==> src/sv/fsc_pkg.sv <==
// Shared types, opcode codes and saturation helpers for the frustum sphere culler.
`timescale 1ns / 1ps
package fsc_pkg;

    typedef logic [1:0] opcode_t;

    localparam opcode_t OP_LOAD    = 2'd0;
    localparam opcode_t OP_REBUILD = 2'd1;
    localparam opcode_t OP_TEST    = 2'd2;

    localparam int COEF_W = 32;
    localparam int LEN_W  = 32;

    // Clamp a 33-bit signed sum to signed 32 bits.
    function automatic logic signed [31:0] sat33(input logic signed [32:0] v);
        logic signed [31:0] r;
        if (v[32] != v[31]) begin
            r = v[32] ? 32'sh8000_0000 : 32'sh7fff_ffff;
        end else begin
            r = v[31:0];
        end
        return r;
    endfunction

    // Magnitude of a signed 32-bit value, as unsigned 32 bits.
    function automatic logic [31:0] mag32(input logic signed [31:0] v);
        logic [31:0] r;
        r = v[31] ? (32'd0 - 32'(v)) : 32'(v);
        return r;
    endfunction

endpackage

==> src/sv/fsc_sqrt.sv <==
// Iterative 64-bit integer square root, one result bit per cycle.
`timescale 1ns / 1ps
module fsc_sqrt
    import fsc_pkg::*;
(
    input  logic              aclk,
    input  logic              aresetn,
    input  logic              start,
    input  logic [63:0]       radicand,
    output logic              done,
    output logic [LEN_W-1:0]  root
);

    logic [63:0] s_reg, s_next;
    logic [63:0] res_reg, res_next;
    logic [4:0]  i_reg, i_next;
    logic        busy_reg, busy_next;
    logic        done_reg, done_next;
    logic [63:0] bit_val;
    logic [63:0] trial;

    assign bit_val = 64'd1 << {i_reg, 1'b0};
    assign trial   = res_reg + bit_val;

    // One step of the bitwise root
    always_comb begin
        s_next    = s_reg;
        res_next  = res_reg;
        i_next    = i_reg;
        busy_next = busy_reg;
        done_next = 1'b0;
        if (start) begin
            s_next    = radicand;
            res_next  = '0;
            i_next    = 5'd31;
            busy_next = 1'b1;
        end else if (busy_reg) begin
            if (s_reg >= trial) begin
                s_next   = s_reg - trial;
                res_next = (res_reg >> 1) + bit_val;
            end else begin
                res_next = res_reg >> 1;
            end
            if (i_reg == 5'd0) begin
                busy_next = 1'b0;
                done_next = 1'b1;
            end else begin
                i_next = i_reg - 5'd1;
            end
        end
    end

    always_ff @(posedge aclk) begin
        if (!aresetn) begin
            busy_reg <= 1'b0;
            done_reg <= 1'b0;
        end else begin
            busy_reg <= busy_next;
            done_reg <= done_next;
        end
        s_reg   <= s_next;
        res_reg <= res_next;
        i_reg   <= i_next;
    end

    assign done = done_reg;
    assign root = res_reg[LEN_W-1:0];

endmodule

==> config.mk <==
export PLATFORM = sky130hd
export DESIGN_NAME = fsc_sqrt
export DESIGN_NICKNAME = d
export VERILOG_FILES = /design/src/sv/fsc_pkg.sv /design/src/sv/fsc_sqrt.sv
export SDC_FILE = /design/constraint.sdc
export NUM_CORES = 1
export LEC_CHECK = 0
export BUFFER_PORTS_ARGS = -buffer_cell sky130_fd_sc_hd__buf_4
export CAP_MARGIN = 0
export CORE_MARGIN = 2
export CORE_UTILIZATION = 45
export DETAILED_ROUTE_END_ITERATION = 7
export SETUP_SLACK_MARGIN = 0.2
export SLEW_MARGIN = 15
export SYNTH_ARGS = -nofsm -noshare
export SYNTH_HDL_FRONTEND = slang
export SYNTH_SLANG_ARGS = --single-unit
==> constraint.sdc <==
create_clock -name aclk -period 8.4 [get_ports aclk]
set_input_delay 1.26 -clock aclk [delete_from_list [all_inputs] [get_ports aclk]]
set_output_delay 1.26 -clock aclk [all_outputs]
set_load 0.05 [all_outputs]
Word-level counts from Yosys, hierarchy flattened
Cells that the tools add are included.

word-level totals
  register bits = 135
  bits in latches = 0
  bits in writable memories = 0
  bits in read-only memories = 0
  input bits = 67
  output and inout bits = 33
  logic and storage cells = 28
  memories = 0

cells by class
  add/sub/neg operators = 4
  $mul = 0
  div/mod/pow operators = 0
  magnitude comparators = 1
  equality and inequality tests = 0
  shifts and indexed selects = 1
  muxes and demuxes = 8
  bitwise operators = 3
  reductions and logical operators = 6

operators by type and width
  operator              count
  $mux 64               4
  $add 63x64->64        1
  $add 64x64->64        1
  $ge 64x64->1          1
  $shl 1x6->64 const A  1
  $sub 64x64->64        1
  $logic_not 5->1       1
  $sub 5x1->5 const B   1
  $mux 1                4
  $reduce_and 2->1      2
  $reduce_bool 2->1     2
  $not 1->1             3
  $reduce_or 3->1       1

Depth between registers and ports, before layout
  depth in word-level cells = 6
  gate-level depth with buffers = 30
  gate-level depth less buffers = 27

Least setup slack after synthesis
Ideal clock, no wire load.

  path type = register to register
  start point = reg i_reg[2]
  end point = reg s_reg[0], enable pin
  setup time = 0.424 ns
  arrival = 6.770 ns
  required time = 7.976 ns
  path slack = 1.206 ns
  cell stages (with the launch flop) = 27
  path buffers = 4
  clock period less this slack = 7.194 ns
  path through = dfxtp_1 buf_1 nand2b_1 clkbuf_1 nor3b_1 ha_1 a31oi_1 nor3_1 nor4_1 a2111oi_4 nor3_2 o31ai_1 nand4_1 a21oi_1 a22oi_1 xor2_1 ha_1 clkbuf_1 nand4_1 nor3_1 nand2_1 a211o_1 o21ai_0 a31o_2 clkbuf_1 nand2_1 nand2_1

between the ends
  longest elaborated chain between the ends = 5

RTL lines
  item                                RTL line        RTL
  start: declaration                  fsc_sqrt.sv:16  logic [4:0] i_reg, i_next;
  start signal: assignment            fsc_sqrt.sv:63  i_reg <= i_next;
  $shl 1x6->64                        fsc_sqrt.sv:22  assign bit_val = 64'd1 << {i_reg, 1'b0};
  $add 64x64->64                      fsc_sqrt.sv:23  assign trial = res_reg + bit_val;
  $ge 64x64->1                        fsc_sqrt.sv:38  if (s_reg >= trial) begin
  $reduce_bool 2->1 (no source line)  n/a
  $reduce_and 2->1 (no source line)   n/a
  end signal: assignment              fsc_sqrt.sv:61  s_reg <= s_next;
  end: declaration                    fsc_sqrt.sv:14  logic [63:0] s_reg, s_next;

No other way between the ends.
A chain may end at the register's enable or synchronous reset.

Worst setup path after layout
  start point = reg i_reg[2]
  end point = reg res_reg[62]

between the ends
  longest elaborated chain between the ends = 4
  elaborated cells between the ends (all ways) = 5
  classes of those cells = add/sub (2); order compare (1); shift (1); mux (1)

RTL lines
  item                    RTL line        RTL
  $shl 1x6->64 *          fsc_sqrt.sv:22
  $add 64x64->64          fsc_sqrt.sv:23
  $ge 64x64->1            fsc_sqrt.sv:38
  $mux 64 *               fsc_sqrt.sv:38
  end signal: assignment  fsc_sqrt.sv:62  res_reg <= res_next;
  end: declaration        fsc_sqrt.sv:15  logic [63:0] res_reg, res_next;

Mark *: on every way between the ends. The rest lies on a longest branch, timed or not.

==> qor.csv <==
metric,value,unit
leakagePower,6.30,nW
rsz0062_at_grt,no,
yosysTopAreaCell,edfxtp_1,
pwr_density_cell,305,nW/um2
cts_buffers,17,
clockRootBuffer,clkbuf_16,
slew_headroom,38.2,%
post-route-cell-area,16500,um2
setup_viol,0,
maxCapViolCount,0,
yosys-top-cells-area,"edfxtp_1, ha_1, dfxtp_1",
dp.cells,2429,
nets,2201,
post_dp_cell_area,15900,um2
cp.required,8.77,ns
synth-seq-cells,135,
syn-cell-area,15300,um2
finalNonFillerCells,2461,
clock_skew,0.0127,ns
synth_top_area_share,12.6,%
areaGrowthSynthToFinish,8.46,%
htree_levels,4,
ir_drop,0.000180,V
grt_use_total,27.8,%
syn-num-nets,2239,
num_antenna_cells,0,
critPathKind,reg2reg,
finalCritPeriodShare,89.4,%
wl,49.7,mm
vias,15300,
hold_path_startpoint,i_reg[1]$_SDFFE_PP1P_,
crit-reg2reg-launch,i_reg[2]$_SDFFE_PP1P_,
cp-startpoint,i_reg[2]$_SDFFE_PP1P_,
synth_cell_type_count,86,
gp_congestion,0.945,
start_util,45.6,%
grt_pass1_wl,78.0,mm
port_buffers,99,
postCtsSetupBuffers,0,
first_iter_violations,1548,
yosysMostFrequentCell,nand2_1,
worst_pin_slew,0.928,ns
clk_pin_slew,0.07,ns
rows,67,
die_w,188,um
cp-start-kind,register,
synth_edf_count,64,
die_y,188,um
synth.avg_cell_area,7.49,um2
period_needed,7.51,ns
first_pass_iters,6,
core,33400,um2
syn_inst,2038,
ioPinCount,100,
globalRoute.totalOverflow,0,
utilization,49.5,%
status,"finished, final reports clean",
antenna_found_initial,0,
async_flop_share,0,%
yosysWarningCount,0,
cts_tree,yes,
drive_above_1_share,9.44,%
dpl_worst_slack,0.857,ns
grt_pass1_vias,14000,
slew_violations,0,
crit_fanout,31,
viasPerCell,6.22,
ys_seq_area_share,21.9,%
synth-main-ff-cell,dfxtp_1,
drtAntennaViolNets,0,
grt_max_degree,77,
fin_ws,0.888,ns
hold_violations,0,
cts_sinks,135,
cts_buffer_depth,2,
die-area,35400,um2
synthTopCellsByCount,"nand2_1, nor2_1, o21ai_0",
critPathCaptureType,register,
dp_hpwl,38.3,mm
fmax,0.133,GHz
drc,0,
cp_data_arrival_time,7.88,ns
hp-class,reg2reg,
clkLatencyLatePin,0.45,ns
setup_tns,0,ns
routedWlPerCell,20.2,um
-- final timing paths --
| check | endpoint | slack (ns) | depth (start not counted) |
|---|---|---|---|
| max | res_reg[62]$_SDFFE_PP0P_ | 0.89 | 25 |
| min | i_reg[1]$_SDFFE_PP1P_ | 0.55 | 2 |
| min reg2reg | i_reg[1]$_SDFFE_PP1P_ | 0.55 | 2 |
| max reg2reg | res_reg[62]$_SDFFE_PP0P_ | 0.89 | 25 |
-- critical path, cell delays in order (launching register included) --
cell and delay (ns):
dfxtp_1 0.62, nand2b_1 0.29, nor3b_1 0.47, ha_1 0.27, and4_1 0.28, nand2_1 0.10, a2111oi_2 0.41, o21ai_0 0.28
a21oi_1 0.26, nor2_1 0.09, o21a_1 0.22, o31ai_1 0.45, a31oi_1 0.17, xor2_1 0.17, ha_1 0.43, a21o_1 0.20
a21o_1 0.19, a221oi_1 0.31, o21ai_0 0.14, a211oi_1 0.24, o21ai_0 0.22, a31oi_4 0.64, buf_4 0.42, nor3_1 0.08
mux2_2 0.28, nor3_1 0.19
-- power breakdown --
| group | internal (W) | switching (W) |
|---|---|---|
| registers | 0.000956 | 0.000189 |
| logic | 0.00116 | 0.00195 |
| clock network | 0.000462 | 0.000333 |
-- what timing repair did --
| item | in CTS | in global routing |
|---|---|---|
| resized for setup | 0 | 1 |
| endpoints found under the setup margin | 0 | 64 |
| hold buffers | 0 | 0 |
-- through the flow --
stage,total power (W),hold WS (ns)
5_1_grt,0.00542,0.559
6_report,0.00505,0.546
3_3_place_gp,0.00417,0.510
4_1_cts,0.00499,0.549
3_5_place_dp,0.00417,0.539
2_1_floorplan,0.00342,0.474
-- kinds of logic after synthesis --
logic type | count (synthesis) | synth area share [%]
and+or+nand+nor | 712 | 21.9
AOI/OAI and AO/OA | 677 | 29.0
xor gates and xnor gates | 148 | 8.50
adders and majority gates | 135 | 11.1
muxes | 24 | 1.62
buffers and inverters | 207 | 5.94
DFF | 135 | 21.9
-- cell type report --
class	count	area [um2]
Timing Repair Buffer	112	853
Tap cell	448	561
Multi-Input combinational cell	1696	11000
Sequential cell	135	3350
Fill cell	3341	16900
Clock inverter	11	108
Inverter	38	143
Clock buffer	21	503
-- layout by cell type, fill, tap and decap left out, types with 15 or more instances in the layout --
cell type,Yosys,final
a211oi_1,37,37
a21o_1,50,50
a31oi_1,69,68
o211ai_1,17,17
buf_4,32,111
mux2i_1,19,19
xor2_1,71,71
clkbuf_16,0,19
a311oi_1,19,19
and2_1,19,19
o21ai_0,182,182
nand2b_1,15,15
nand4_1,61,61
nor2b_1,19,19
dfxtp_1,71,70
xnor2_1,77,77
edfxtp_1,64,64
o21a_1,17,17
nor2_1,191,191
nand3_1,33,33
a21oi_1,133,133
nor3_1,40,40
nand2_1,244,243
ha_1,133,133
or3_1,23,23
and3_1,20,20
inv_1,37,37
o21bai_1,24,24
-- layer usage --
metal,vias up,routed length [um],GRT usage [%]
li1,7472,-,-
met1,7194,24800,42.3
met2,576,20600,40.3
met3,54,3120,3.33
met4,0,1270,9.39
met5,-,0,0
Power figures use the tool's default switching activity.
