===== config.mk =====
export PLATFORM = sky130hd
export DESIGN_NAME = fsc_div
export DESIGN_NICKNAME = d
export VERILOG_FILES = /design/src/sv/fsc_pkg.sv /design/src/sv/fsc_div.sv
export SDC_FILE = /design/constraint.sdc
export NUM_CORES = 1
export LEC_CHECK = 0
export BUFFER_PORTS_ARGS = -buffer_cell sky130_fd_sc_hd__buf_2
export CORE_ASPECT_RATIO = 1.5
export CORE_UTILIZATION = 58
export DETAILED_ROUTE_END_ITERATION = 8
export PLACE_DENSITY = 0.89
export SLEW_MARGIN = 10
export SYNTH_ARGS = -nofsm -noshare
export SYNTH_HDL_FRONTEND = slang
export SYNTH_SLANG_ARGS = --single-unit

===== constraint.sdc =====
create_clock -name aclk -period 5.1 [get_ports aclk]
set_clock_uncertainty 0.1 [all_clocks]
set_input_delay 0.765 -clock aclk [delete_from_list [all_inputs] [get_ports aclk]]
set_output_delay 0.765 -clock aclk [all_outputs]
set_load 0.05 [all_outputs]

===== src/sv/fsc_pkg.sv =====
// Shared types, opcode codes and saturation helpers for the frustum sphere culler.
`timescale 1ns / 1ps
package fsc_pkg;

    typedef logic [1:0] opcode_t;

    localparam opcode_t OP_LOAD    = 2'd0;
    localparam opcode_t OP_REBUILD = 2'd1;
    localparam opcode_t OP_TEST    = 2'd2;

    localparam int COEF_W = 32;
    localparam int LEN_W  = 32;

    // Clamp a 33-bit signed sum to signed 32 bits.
    function automatic logic signed [31:0] sat33(input logic signed [32:0] v);
        logic signed [31:0] r;
        if (v[32] != v[31]) begin
            r = v[32] ? 32'sh8000_0000 : 32'sh7fff_ffff;
        end else begin
            r = v[31:0];
        end
        return r;
    endfunction

    // Magnitude of a signed 32-bit value, as unsigned 32 bits.
    function automatic logic [31:0] mag32(input logic signed [31:0] v);
        logic [31:0] r;
        r = v[31] ? (32'd0 - 32'(v)) : 32'(v);
        return r;
    endfunction

endpackage


===== src/sv/fsc_div.sv =====
// Restoring unsigned divider, one quotient bit per cycle.
`timescale 1ns / 1ps
module fsc_div
    import fsc_pkg::*;
#(
    parameter int NUM_W = 48
)
(
    input  logic              aclk,
    input  logic              aresetn,
    input  logic              start,
    input  logic [NUM_W-1:0]  numer,
    input  logic [LEN_W-1:0]  denom,
    output logic              done,
    output logic [NUM_W-1:0]  quot
);

    localparam int CNT_W = $clog2(NUM_W + 1);

    logic [NUM_W-1:0] work_reg, work_next;
    logic [LEN_W:0]   rem_reg, rem_next;
    logic [LEN_W-1:0] den_reg, den_next;
    logic [CNT_W-1:0] cnt_reg, cnt_next;
    logic             busy_reg, busy_next;
    logic             done_reg, done_next;
    logic [LEN_W:0]   shifted;

    assign shifted = {rem_reg[LEN_W-1:0], work_reg[NUM_W-1]};

    // Shift one numerator bit into the remainder, subtract when it fits
    always_comb begin
        work_next = work_reg;
        rem_next  = rem_reg;
        den_next  = den_reg;
        cnt_next  = cnt_reg;
        busy_next = busy_reg;
        done_next = 1'b0;
        if (start) begin
            work_next = numer;
            rem_next  = '0;
            den_next  = denom;
            cnt_next  = CNT_W'(NUM_W);
            busy_next = 1'b1;
        end else if (busy_reg) begin
            if (shifted >= {1'b0, den_reg}) begin
                rem_next  = shifted - {1'b0, den_reg};
                work_next = {work_reg[NUM_W-2:0], 1'b1};
            end else begin
                rem_next  = shifted;
                work_next = {work_reg[NUM_W-2:0], 1'b0};
            end
            cnt_next = cnt_reg - CNT_W'(1);
            if (cnt_reg == CNT_W'(1)) begin
                busy_next = 1'b0;
                done_next = 1'b1;
            end
        end
    end

    always_ff @(posedge aclk) begin
        if (!aresetn) begin
            busy_reg <= 1'b0;
            done_reg <= 1'b0;
        end else begin
            busy_reg <= busy_next;
            done_reg <= done_next;
        end
        work_reg <= work_next;
        rem_reg  <= rem_next;
        den_reg  <= den_next;
        cnt_reg  <= cnt_next;
    end

    assign done = done_reg;
    assign quot = work_reg;

endmodule


Yosys cells after proc, flatten, opt, wreduce, memory -nomap -nowiden
Cells that the tools add are included.
{"block": "op_classes", "add_sub_neg": 2, "magnitude_cmp": 1, "eq_ne": 1, "muxes": 8, "n_bitwise": 2, "reduce_logical": 2}
{"op": "48-bit 2-to-1 mux", "count": 2}
{"op": "33-bit by 32-bit >= comparator with 1-bit output", "count": 1}
{"op": "32-bit 2-to-1 mux", "count": 1}
{"op": "32-bit subtractor", "count": 1}
{"op": "6-bit by 1-bit == test with 1-bit output, second input constant", "count": 1}
{"op": "6-bit by 1-bit subtractor with 6-bit output, second input constant", "count": 1}
{"op": "1-bit 2-to-1 mux", "count": 5}
{"op": "3-bit OR reduction", "count": 1}
{"op": "1-bit NOT", "count": 2}
{"op": "2-bit nonzero test", "count": 1}
{"block": "word_totals", "register_bits": 120, "input_bits": 83, "wordCells": 22}

Longest topological paths before layout
Gate-level depths: netlist of run 1.
{"block": "depth", "ltp_word": 4, "mapped_depth": 13, "mapped_depth_nobuf": 12}

Worst setup path after synthesis of run 1
OpenSTA, ideal clock, no wires.
{"block": "synth_path", "path_kind": "reg2reg", "start": "register work_reg[47] (netlist: quot[47])", "end": "register rem_reg[30]", "setup_ns": 0.074, "t_arrival_ns": 3.139, "t_required_ns": 4.926, "setup_slack_ns": 1.787, "path_stages_with_launch": 13, "path_buffers": 0, "period_less_slack_ns": 3.313, "cell_sequence": "edfxtp_1 > inv_1 > ha_1 > fa_1 > nor2b_1 > o31a_1 > o22ai_1 > o41ai_1 > nor3_1 > o41ai_1 > a21oi_1 > xor2_1 > o21ai_0"}
{"block": "synth_via", "elab_chain_cells": 2, "elab_cells_between_ends": 3, "classes_between": "add/sub (1); order compare (1); mux (1)"}
{"item": "from (decl)", "line": "fsc_div.sv:20", "text": "logic [NUM_W-1:0] work_reg, work_next;"}
{"item": "from (signal assigned)", "line": "fsc_div.sv:68", "text": "work_reg <= work_next;"}
{"item": "32-bit subtractor / 33-bit by 32-bit >= comparator with 1-bit output (equally long branches)", "line": "fsc_div.sv:46, fsc_div.sv:45"}
{"item": "32-bit 2-to-1 mux (*)", "line": "fsc_div.sv:45", "text": "if (shifted >= {1'b0, den_reg}) begin"}
{"item": "to (signal assigned)", "line": "fsc_div.sv:69", "text": "rem_reg <= rem_next;"}
{"item": "to (decl)", "line": "fsc_div.sv:21", "text": "logic [LEN_W:0] rem_reg, rem_next;"}
Every way passes the cells marked *; elsewhere a longest branch is shown, timed or not.
A chain may end at the register's enable or synchronous reset.

Worst setup path after layout of run 1
{"block": "layout_path", "start": "register den_reg[14]", "end": "register rem_reg[0]"}
{"block": "layout_via", "elab_chain_cells": 2}
{"item": "from (decl)", "line": "fsc_div.sv:22", "text": "logic [LEN_W-1:0] den_reg, den_next;"}
{"item": "from (signal assigned)", "line": "fsc_div.sv:70", "text": "den_reg <= den_next;"}
{"item": "33-bit by 32-bit >= comparator with 1-bit output", "line": "fsc_div.sv:45"}
{"item": "32-bit 2-to-1 mux", "line": "fsc_div.sv:45"}
Every way passes these cells.

==> results of run 1 <==
[kinds of logic after synthesis]
kind of cell             Yosys count  synth area share
AO/OA/AOI/OAI                    133             0.138
buffers and inverters             70            0.0429
AND/OR/NAND/NOR                  136            0.0984
XOR/XNOR                          33            0.0442
flip-flops                       120             0.490
multiplexers                      71             0.118
adder cells (fa/ha/maj)           35            0.0682
[metrics by stage]
stage,instance area [um2],instances
floorplan,6530,598
global route,7890,885
finish,7890,885
detailed placement,7290,853
CTS,7890,885
global placement,7290,853
[final cells by class]
type / instances / area (um2) / area share
Clock buffer: 17 / 425 / 0.0539
Clock inverter: 15 / 175 / 0.0222
Inverter: 42 / 158 / 0.0200
Multi-Input combinational cell: 408 / 3050 / 0.387
Sequential cell: 120 / 3200 / 0.406
Tap cell: 147 / 184 / 0.0233
Timing Repair Buffer: 136 / 696 / 0.0882
[critical path: cells and delay by family (launching register included)]
family,cells,cell delay [ns]
compound gates,4,1.85
simple gates,4,0.67
buf+inv,1,0.04
mux,1,0.45
fa+ha+maj,1,0.37
flops,1,0.32
[per-layer routing]
metal / wire length [um] / vias to the layer above
met3: 1120 / 64
met5: 0 / -
met4: 729 / 0
li1: - / 2461
met2: 8730 / 295
met1: 5910 / 2521
[synth_stat cells (all sizes together), types with 14 or more instances]
cell | instances | share of area
dfxtp | 40 | 0.12
inv | 42 | 0.024
edfxtp | 80 | 0.37
ha | 34 | 0.065
mux2i | 23 | 0.035
a21oi | 34 | 0.026
mux2 | 48 | 0.083
a211oi | 21 | 0.024
clkbuf | 20 | 0.011
xnor2 | 19 | 0.025
nand2 | 33 | 0.019
xor2 | 14 | 0.019
o21ai | 24 | 0.018
nor2 | 48 | 0.028
[report_power, final]
part           switching [W]  leakage (nW)  internal (W)  total, W
Clock               0.000487         0.293      0.000737   0.00122
Sequential         0.0000487          1.12       0.00113   0.00118
Combinational       0.000401          2.13      0.000213  0.000614
[worst max-delay path by stage]
stage / end / depth (start not counted)
2_1_floorplan: rem_reg[30]$_SDFFE_PP0P_ / 12
3_3_place_gp: rem_reg[19]$_SDFFE_PP0P_ / 12
3_5_place_dp: rem_reg[19]$_SDFFE_PP0P_ / 11
4_1_cts: rem_reg[14]$_SDFFE_PP0P_ / 12
5_1_grt: rem_reg[21]$_SDFFE_PP0P_ / 12
6_report: rem_reg[0]$_SDFFE_PP0P_ / 11
[cell usage in the layout (no fill, tap or decap), types with 23 or more instances in the layout]
| cell type | netlist | layout |
|---|---|---|
| buf_2 | 2 | 130 |
| edfxtp_1 | 80 | 80 |
| mux2_2 | 48 | 48 |
| nor2_1 | 48 | 48 |
| inv_1 | 42 | 41 |
| dfxtp_1 | 40 | 40 |
| a21oi_1 | 34 | 34 |
| ha_1 | 34 | 34 |
| nand2_1 | 33 | 33 |
| o21ai_0 | 23 | 23 |
| mux2i_1 | 23 | 23 |
==> qor.yml, run 1 <==
run_status:
  status: "finished, final reports clean"
floorplanning:
  coreArea_mm2: 0.0110
  die_w_um: 88.7
  ios: 132
  start_util: 0.594
  dieHeight_um: 132
  dieArea_mm2: 0.0117
  rows: 47
global_route:
  met1_usage: 0.310
  antenna_found_initial: 0
  grt_pass1_vias: 5535
  busiest_layer: "met2"
  grtUsageMet2: 0.515
  grt_max_degree: 83
  grt_pass1_wl_mm: 26.0
  track_usage: 0.292
  met3_usage: 0.0795
  grt_overflow: 0
layout:
  fillers: 754
  utilization: 0.718
  fin_nets: 843
  num_antenna_cells: 0
  largest_reg_flops: 48
  layout-drive-gt1-share: 0.299
  syn2layout_area_growth_pct: 20.8
timing:
  setup_tns_ns: 0
  worst_pin_slew_ns: 1.22
  relSlewSlack: 0.186
  setup_viol: 0
  period_needed_ns: 3.92
  timing.final.ws_setup_ns: 1.18
  max_freq_mhz: 255
  rsz0062_at_grt: "no"
  drv_slew: 0
  hold_viol: 0
  period_share: 0.769
  holdWs_ns: 0.404
setup_path:
  crit_type: "register to register"
  r2r_slack_ns: 1.18
  worst_setup_path_end_kind: "register"
  arrival_ns: 4.12
  max_stage_delay_ns: 1.07
  cpMaxStageDelayCell: "a2111oi_4"
  path_max_fanout: 16
  worstSetupStartpointType: "register"
  rr_worst_depth: 11
  r2r_start: "den_reg[14]$_DFFE_PP_"
  worstPathCellList: "inv_1, ha_1, a21oi_1, nand2_1, or2_0, nor3_1, o21ai_1, and3b_1, a2111oi_4, mux2_2, a211oi_1"
  required_ns: 5.30
  r2r_end: "rem_reg[0]$_SDFFE_PP0P_"
  critPathLaunch: "den_reg[14]$_DFFE_PP_"
drt:
  drt_wl_total_mm: 16.5
  dr.pass1.iters: 5
  vias: 5341
  wl_per_cell_um: 18.6
  drt-initial-drc-count: 397
  final_antenna_net_count: 0
  vias_per_cell: 6.04
  drc_errors: 0
cts:
  cts_root_buffer: "clkbuf_16"
  cts_tree: "done"
  clk_path_buf_depth: 2
  clk_latency_ns: 0.42
  clk_pin_slew_ns: 0.06
  clkSinkCount: 120
  numCtsBuffers: 17
  cts_resized: 0
  cts.htree.levels: 4
  cts_setup_buffers: 0
  ctsHoldBuffers: 0
placement:
  place_ws_ns: 1.27
  portBuffers: 131
  gp_congestion: 0.943
  hpwl_mm: 11.1
synthesis:
  ys_ff_latch: 120
  synthesis.nets: 716
  ys.flop_type: "edfxtp_1"
  synth_warnings: 0
  synth_cells: 598
  synth_edf_count: 80
  ys_seq_area_frac: 0.490
  synthArstFlopShare: 0
  avgSynthCellArea_um2: 10.9
  synth_area_mm2: 0.00653
  synth.distinct_cells: 54
hold_path:
  whs_endpoint: "rem_reg[20]$_SDFFE_PP0P_"
  hold_class: "register to register"
  holdCritStartpoint: "rem_reg[20]$_SDFFE_PP0P_"
  holdPathStages: 2
pwr:
  report.power.total_w: 0.00302
  vdd_drop_max_mv: 0.339
  p_leak_nw: 3.55
  p_per_area_mw_per_mm2: 383
job:
  cap_violations: 0
No activity file was read; power rests on OpenSTA's default activity.
==> run 2: changes to the inputs <==
CORE_UTILIZATION = 56   (was 58)
PLACE_DENSITY = 0.86   (was 0.89)
clock period = 3.7 ns   (was 5.1 ns; I/O delays follow)
==> run 2 against run 1 <==
Net effect:
- clock power is 29% higher
- critical endpoint is now rem_reg[28]$_SDFFE_PP0P_
- total power up 34%
- count of clock-buffer cells in the layout grew 2
- die area grew 3.5%
- sequential power rose by 38%
- final cell count up 1.2%
- core utilization down 2.4 points
- critical path depth grew 2
- highest routed layer unchanged
- design area is 0.27% higher
==> qor.yml, run 2 (same netlist as run 1, synthesis figures left out) <==
run_status:
  status: "finished, final reports clean"
setup_path:
  r2r_start: "quot[47]$_DFFE_PP_"
  path_max_fanout: 3  # -13
  arrival_ns: 3.71  # -0.41 ns
  rr_worst_depth: 13  # +2
  worstSetupStartpointType: "register"
  r2r_slack_ns: 0.21  # -0.96 ns
  crit_end: "rem_reg[28]$_SDFFE_PP0P_"
  worst_setup_path_end_kind: "register"
  r2r_end: "rem_reg[28]$_SDFFE_PP0P_"
  required_ns: 3.92  # -1.38 ns
  critPathLaunch: "quot[47]$_DFFE_PP_"
  crit_type: "register to register"
cts:
  clk_pin_slew_ns: 0.06  # about the same
  clkSinkCount: 120  # unchanged
  cts.htree.levels: 4  # unchanged
  cts_root_buffer: "clkbuf_16"
  clk_path_buf_depth: 2  # unchanged
  numCtsBuffers: 17  # unchanged
  cts_setup_buffers: 0  # unchanged
  cts_resized: 0  # unchanged
  ctsHoldBuffers: 0  # unchanged
  cts_tree: "done"
  clk_latency_ns: 0.42  # about the same
job:
  cap_violations: 0  # unchanged
placement:
  placed_area_mm2: 0.00735  # +0.84%
  portBuffers: 131  # unchanged
  gp_congestion: 0.936  # -0.71%
  hpwl_mm: 11.5  # +3.4%
layout:
  syn2layout_area_growth_pct: 21.1
  fin_nets: 849  # +0.71%
  layout_common_cells: "buf_2 (130), edfxtp_1 (80), mux2_2 (48), nor2_1 (48), inv_1 (41)"
  layout-drive-gt1-share: 0.302  # +0.00296
  final_common_cell: "buf_2"
  finish.instance_area_mm2: 0.00791  # +0.27%
  largest_reg_flops: 48  # unchanged
drt:
  drt_wl_total_mm: 16.3  # -1.4%
  drt-initial-drc-count: 309  # -22%
  final_antenna_net_count: 0  # unchanged
  drc_errors: 0  # unchanged
  wl_per_cell_um: 18.1  # -2.7%
  dr.pass1.iters: 5  # unchanged
  vias_per_cell: 5.80  # -3.8%
  vias: 5201  # -2.6%
floorplanning:
  start_util: 0.573  # -0.0216
  rows: 48  # +2.1%
  dieHeight_um: 134  # +1.7%
  ios: 132  # unchanged
  dieArea_mm2: 0.0121  # +3.5%
  coreArea_mm2: 0.0114  # +3.8%
  die_w_um: 90.2  # +1.7%
global_route:
  antenna_found_initial: 2  # +2
  grt_pass1_vias: 5541  # +0.11%
  grt_pass1_wl_mm: 26.0  # -0.18%
  grt_overflow: 0  # unchanged
  track_usage: 0.273  # -0.0189
  grt_max_degree: 57  # -31%
hold_path:
  hold_class: "input port to register"
  holdCritStartpoint: "denom[6]"
timing:
  hold_viol: 0  # unchanged
  drv_slew: 0  # unchanged
  relSlewSlack: 0.427  # +0.241
  max_freq_mhz: 287  # +13%
  setup_tns_ns: 0  # unchanged
  worst_pin_slew_ns: 0.855  # -0.367 ns
  period_share: 0.942  # +0.173
  setup_viol: 0  # unchanged
  period_needed_ns: 3.49  # -0.436 ns
  rsz0062_at_grt: "no"
pwr:
  p_leak_nw: 3.55  # about the same
  vdd_drop_max_mv: 0.400  # +18%
  p_per_area_mw_per_mm2: 512  # +34%
run 2: cell types whose count changed in the layout (fill, tap and decap cells not counted), moves of 2 or more:
cell,previous run,this run
inv_6,9,4
buf_4,6,11
clkinv_2,0,2
clkbuf_1,0,2
clkinvlp_4,1,4
diode_2,0,2
run 2: layout make-up:
class                   instances  area [um2]
flip-flops and latches        120        3200
multi-input cells             408        3050
diodes                          2        5.00
fillers                       813        3500
inverters                      42         158
clock buffers                  19         433
clock inverters                13         123
repair buffers                142         753
well taps                     150         188
run 2: routing by layer:
metal,part of all wire,routed length (um),vias to the layer above,GRT usage
met5,0,0,-,0
met4,0.033,541,0,0.128
met3,0.053,868,49,0.0754
met2,0.54,8850,203,0.514
met1,0.37,6000,2483,0.277
li1,-,-,2466,-
run 2: how the worst min path moves through the flow:
stage	to	slack, ns	cells past startpoint
2_1_floorplan	rem_reg[20]$_SDFFE_PP0P_	0.35	2
3_3_place_gp	rem_reg[20]$_SDFFE_PP0P_	0.37	2
3_5_place_dp	rem_reg[20]$_SDFFE_PP0P_	0.40	2
4_1_cts	den_reg[21]$_DFFE_PP_	0.20	1
5_1_grt	den_reg[6]$_DFFE_PP_	0.20	1
6_report	den_reg[6]$_DFFE_PP_	0.21	1
run 2: critical path, stage by stage, from the launching register on:
cell and delay [ns]:
edfxtp_1 0.38, inv_1 0.10, ha_1 0.25, fa_1 0.42, nor2b_1 0.19, o31a_1 0.18
o22ai_1 0.11, o41ai_1 0.50, nor3_1 0.17, o41ai_1 0.36, buf_4 0.19, o41ai_1 0.07
xor2_1 0.15, o21ai_0 0.23
run 2: power by group:
part / switching [W] / internal (W) / leakage (nW) / total [W]
logic: 0.000545 / 0.000299 / 2.16 / 0.000844
clock network: 0.000645 / 0.000930 / 0.261 / 0.00157
registers: 0.0000665 / 0.00156 / 1.12 / 0.00163
total: 0.00126 / 0.00279 / 3.55 / 0.00405
run 2: per-stage QoR:
stage | setup slack (ns) | hold slack (ns) | std cells | total power (W) | utilization
4_1_cts | 0.211 | 0.204 | 894 | 0.00404 | 0.693
2_1_floorplan | 0.387 | 0.353 | 598 | 0.00225 | -
6_report | 0.215 | 0.210 | 896 | 0.00405 | 0.693
3_3_place_gp | 0.554 | 0.373 | 862 | 0.00245 | 0.644
5_1_grt | 0.0778 | 0.197 | 896 | 0.00418 | 0.693
3_5_place_dp | 0.381 | 0.395 | 862 | 0.00248 | 0.644
